===== src/rtl/min_coin_change_dp_top_assert.svh =====
// assertion macros for the coin change block
`ifndef MIN_COIN_CHANGE_DP_TOP_ASSERT_SVH
`define MIN_COIN_CHANGE_DP_TOP_ASSERT_SVH

`ifndef ASSERT_OFF

`define MCC_ASSERT_IMP(lbl, ck, rn, pre, post) \
  lbl: assert property (@(posedge ck) disable iff (!rn) (pre) |-> (post)) \
    else $error("implication check failed");

`define MCC_ASSERT_NXT(lbl, ck, rn, pre, post) \
  lbl: assert property (@(posedge ck) disable iff (!rn) (pre) |=> (post)) \
    else $error("next cycle check failed");

`else

`define MCC_ASSERT_IMP(lbl, ck, rn, pre, post)

`define MCC_ASSERT_NXT(lbl, ck, rn, pre, post)

`endif

`endif


===== src/rtl/mcc_pkg.sv =====
// shared types and constants for the coin change block
`default_nettype none

package mcc_pkg;

  localparam int TABLE_DEPTH   = 4096;
  localparam int MAX_COINS     = 6;
  localparam int ADDR_W        = $clog2(TABLE_DEPTH);
  localparam int COIN_W        = 12;
  localparam int AMT_W         = 12;
  localparam int CNT_W         = 12;
  localparam int ENTRY_W       = CNT_W + 1;
  localparam int NUM_COIN_REGS = 6;
  localparam int NCOIN_W       = 3;
  localparam int CFG_IDX_W     = 3;

  localparam logic [CFG_IDX_W-1:0] REG_COIN_COUNT = 3'd0;
  localparam logic [CFG_IDX_W-1:0] REG_COIN_0     = 3'd1;

  localparam logic [NCOIN_W-1:0] COIN_COUNT_RESET = 3'd5;
  localparam logic [NUM_COIN_REGS-1:0][COIN_W-1:0] COIN_RESET =
    {12'd1, 12'd5, 12'd4, 12'd3, 12'd2, 12'd1};

  typedef struct packed {
    logic [NCOIN_W-1:0]                     ncoins;
    logic [NUM_COIN_REGS-1:0][COIN_W-1:0]   coin;
  } coin_set_t;

  typedef struct packed {
    logic             valid;
    logic [CNT_W-1:0] min_coins;
    logic             unreachable;
  } result_t;

  typedef enum logic [1:0] {
    ST_IDLE,
    ST_RUN,
    ST_DONE
  } state_t;

endpackage

`default_nettype wire


===== src/rtl/mcc_cfg.sv =====
// configuration registers for coin count and denominations
`default_nettype none

module mcc_cfg (
  input  wire logic                          clk,
  input  wire logic                          rst_n,
  input  wire logic                          cfg_valid,
  output logic                               cfg_ready,
  input  wire logic [mcc_pkg::CFG_IDX_W-1:0] cfg_index,
  input  wire logic [mcc_pkg::COIN_W-1:0]    cfg_data,
  output mcc_pkg::coin_set_t                 coins
);

  import mcc_pkg::*;

  logic [NCOIN_W-1:0]                   count_r;
  logic [NUM_COIN_REGS-1:0][COIN_W-1:0] coin_r;

  always_ff @(posedge clk) begin
    if (!rst_n) begin
      count_r <= COIN_COUNT_RESET;
      coin_r  <= COIN_RESET;
    end else if (cfg_valid && cfg_ready) begin
      if (cfg_index == REG_COIN_COUNT) begin
        count_r <= cfg_data[NCOIN_W-1:0];
      end else if ((32'(cfg_index) >= 32'(REG_COIN_0)) &&
                   (32'(cfg_index) < 32'(REG_COIN_0) + NUM_COIN_REGS)) begin
        coin_r[CFG_IDX_W'(cfg_index - REG_COIN_0)] <= cfg_data;
      end
    end
  end

  assign cfg_ready = 1'b1;

  always_comb begin
    coins.coin = coin_r;
    if (32'(count_r) > MAX_COINS) begin
      coins.ncoins = NCOIN_W'(MAX_COINS);
    end else begin
      coins.ncoins = count_r;
    end
  end

endmodule

`default_nettype wire


===== config.mk =====
export PLATFORM = sky130hd
export DESIGN_NAME = mcc_cfg
export DESIGN_NICKNAME = d
export VERILOG_FILES = /design/src/rtl/min_coin_change_dp_top_assert.svh /design/src/rtl/mcc_pkg.sv /design/src/rtl/mcc_cfg.sv
export SDC_FILE = /design/constraint.sdc
export NUM_CORES = 1
export LEC_CHECK = 0
export ABC_AREA = 1
export BUFFER_PORTS_ARGS = -buffer_cell sky130_fd_sc_hd__buf_2
export CAP_MARGIN = 30
export CORE_MARGIN = 2
export CORE_UTILIZATION = 55
export DETAILED_ROUTE_END_ITERATION = 12
export PLACE_DENSITY = 0.86
export SLEW_MARGIN = 0
export SYNTH_ARGS = -nofsm -noshare
export SYNTH_HDL_FRONTEND = slang
export SYNTH_SLANG_ARGS = --single-unit

===== constraint.sdc =====
create_clock -name clk -period 3.6 [get_ports clk]
set_input_delay 0.18 -clock clk [delete_from_list [all_inputs] [get_ports clk]]
set_output_delay 0.18 -clock clk [all_outputs]
set_load 0.02 [all_outputs]

==> impl_summary.md <==
Global routing
The number of antenna violations at the first check in global routing is 0. Entering global routing, the biggest net connects 46 pins. The via count of the first global-routing pass is 2595. Across every metal layer, demand over resource in global routing totals 0.248. Summed over all layers, the global routing overflow is 0. The wire length of the first global-routing pass is 12200 µm.

Synthesis
Summed over all instances, the cell type with the most area after synthesis is dfxtp_1. For this run, the register share of the synthesized area comes to 0.462. By count the netlist is led by 134 x nor2_1, 94 x nand2_1, 80 x nand3_1, 75 x dfxtp_1, 19 x inv_1. The per-instance average area after synthesis is between 7 and 8 µm². The warning count from the yosys run is 0.

The number of nets in the synthesized netlist is between 400 and 500. After synthesis, the cell types taking the most area are dfxtp_1 46%, nor2_1 15%, nand3_1 12%. The proportion of register bits with asynchronous set or reset after synthesis is 0.

The post-synthesis instance area is roughly 0.0033 mm². In the synthesized netlist, the number of instances is between 400 and 500. The number of synthesized flops with an enable pin is 0.

The most common cell in the synthesized netlist is nor2_1. The count of distinct cell types in the synthesized netlist is 24. The number of storage elements in the synthesis netlist is 75. The area share of the leading cell type in the synthesized netlist is 0.462.

The most used flip-flop cell after synthesis is dfxtp_1.

Timing
The final critical-path required period is 1.89 ns. Setup violations remaining at the end of the flow were counted as 0. The final max-slew violation count came to 0. The final-report hold violation count was 0. Setup repair after global routing left no endpoint under its margin. Adding up every negative setup slack in the final design gives 0 ns. In the finished design, the share of the clock period the worst path needs comes to 0.526. Static timing analysis puts the maximum clock frequency at roughly 530 MHz. Hold timing on the final database bottoms out at a slack of around 0.079 ns.

The transition time at the pin with the least slew margin is just under 0.8 ns. The setup clock skew after layout is 0 ns. Measured against its own limit, the worst slew margin works out to 0.476.

CTS
The longest clock path from root to sink contains 2 buffers. For the worst-skew pair, the clock arrives at the later sink with an insertion delay of between 0.3 and 0.4 ns. The post-CTS repair timing setup buffer count is 0. The clock slew seen by the registers of the worst setup and hold paths is ~0.07 ns. CTS saw 75 sinks. The master cell of the clock root buffer is clkbuf_8.

The clock tree synthesis step divided the H-tree into 3 levels. Post-CTS repair changed the size of 0 cells. Counting the buffers created by CTS gives 9. TritonCTS built the clock tree. The number of buffers added to fix hold violations after cts is 0.

Hold path
The worst hold path terminates at coins[50]. The worst hold path was traced through 3 stages. The worst min-delay path startpoint is cfg_data[2]. The path type of the worst min-delay path is in2reg.

Place
After legalization and detailed placement, the total HPWL measured approximately 5500 µm. The number of I/O port buffers is 92. The number of instances in the placed design is a little under 600. The final estimated routing congestion in global placement is 0.844.

Cells and area
After the flow finishes, the layout carries non-filler instances totaling between 600 and 700. The final layout contains around 550 nets. The number of antenna diodes in the final layout is 0. The filler cells instantiated in the layout total 562. From synthesis to final layout, the design area changed by 16.3%. In the final layout, the share of cells above drive strength 1 is 0.222.

Pwr
The maximum ir drop on the vdd rail is roughly 0.30 mV. Power comes to between 1.5 and 2 mW. For this design the ratio of total power to cell area is between 400 and 500 mW/mm².

The leakage power is roughly 1.9 nW.

Critical path
The worst register-to-register path has a setup slack of between 2 and 3 ns. The highest net fanout along the worst path is 41. STA puts the critical path data required time at roughly 3.8 ns. The critical path in this run is classified as in2reg. The worst setup path is captured at a flip-flop. The endpoint of the most critical register-to-register path is count_r[2]. Data arrives at the worst endpoint at between 2 and 2.5 ns. The element type at the critical path start is a primary input. The worst register-to-register path has a depth of 2. The worst register-to-register path begins at count_r[2].

Die
The floorplan row count is 28. The die height is between 80 and 90 µm. From left edge to right edge, the die measures ~81 µm. The die covers between 0.006 and 0.007 mm². The top-level I/O count is between 90 and 100. The initial core utilization is 0.559.

The placeable core region is ~0.0058 mm².

Detailed routing
The via count normalized by instance count is about 5. In the final routed layout, each cell accounts on average for roughly 13 µm. The DRC violation count after routing is 0. The first TritonRoute pass finished after 5 iterations. The antenna violation net count after detailed routing is 0. After the first detailed-routing iteration, the DRC count stood at approximately 230. The via count of the routed design is 3046. Wires add up to just under 8000 µm.

Status
The flow ran to the end, and the final reports show no timing, DRC or antenna violations.

Run
The number of max-capacitance violations reported is 0.
## worst max-delay path by stage
stage | cells after the start | endpoint | slack [ns] | from
after floorplan | 10 | coins[38] | 2.05 | cfg_index[0]
after global placement | 10 | coins[50] | 1.48 | cfg_index[0]
after detailed placement | 10 | coins[3] | 1.40 | cfg_index[0]
after CTS | 10 | coins[0] | 1.74 | cfg_index[0]
after global routing | 10 | coins[71] | 1.50 | cfg_index[0]
final | 10 | coins[0] | 1.71 | cfg_index[0]
## layer usage
layer	track usage	vias up	part of all wire
li1	-	1568	-
met1	0.310	1345	0.43
met2	0.408	123	0.48
met4	0.107	0	0.012
met5	0	-	0
met3	0.0622	10	0.086
## critical path: stages
cell and delay [ns]:
buf_2 0.17, inv_1 0.15, ha_1 0.25, nand2_2 0.09, nand2_4 0.06, nor2_4 0.46
buf_4 0.46, nand2_1 0.12, nand2_1 0.09, nand3_1 0.06
## area by class of cell
cell class              instances  area, µm²  area share
clock buffers                  14        153      0.0404
clock inverters                 2       35.0     0.00927
well taps                      75       93.8      0.0248
repair buffers                 94        475       0.126
multi-input cells             330       1440       0.382
inverters                      21       80.1      0.0212
flip-flops and latches         75       1500       0.397
## cell families after synthesis
kind of cell | count (synthesis) | share of synthesized area
simple gates | 321 | 0.421
flops | 75 | 0.462
buf+inv | 52 | 0.0947
compound gates | 5 | 0.0100
fa+ha+maj | 3 | 0.0115
other cells | 1 | 0.00115
## stage by stage
stage	utilization	worst slack, ns	instance area, µm²
global placement	0.618	1.48	3590
CTS	0.650	1.74	3780
detailed placement	0.618	1.40	3590
finish	0.650	1.71	3780
floorplan	-	2.05	3250
global route	0.650	1.50	3780
## report_power, final
| group | internal, mW | leakage (nW) | switching [mW] |
|---|---|---|---|
| Clock | 0.340 | 0.0947 | 0.294 |
| Combinational | 0.0737 | 1.17 | 0.176 |
| Sequential | 0.860 | 0.608 | 0.0157 |
| Total | 1.27 | 1.88 | 0.486 |
## state kept, by name, indices dropped and copies added, names as in the netlist
register  count
count_r       3
coins        72
## cells in the final DEF (no fill, tap or decap), types with 2 or more instances in the layout
cell and n:
nor2_1 134, nand2_1 94, buf_2 92, nand3_1 80, dfxtp_1 75, inv_1 19
clkbuf_8 10, nor2_2 4, clkbuf_1 4, nor2_4 3, ha_1 3, nand4_1 2
nand2_2 2, clkinv_2 2, o211ai_1 2, buf_4 2
(Power assumes the default switching activity.)
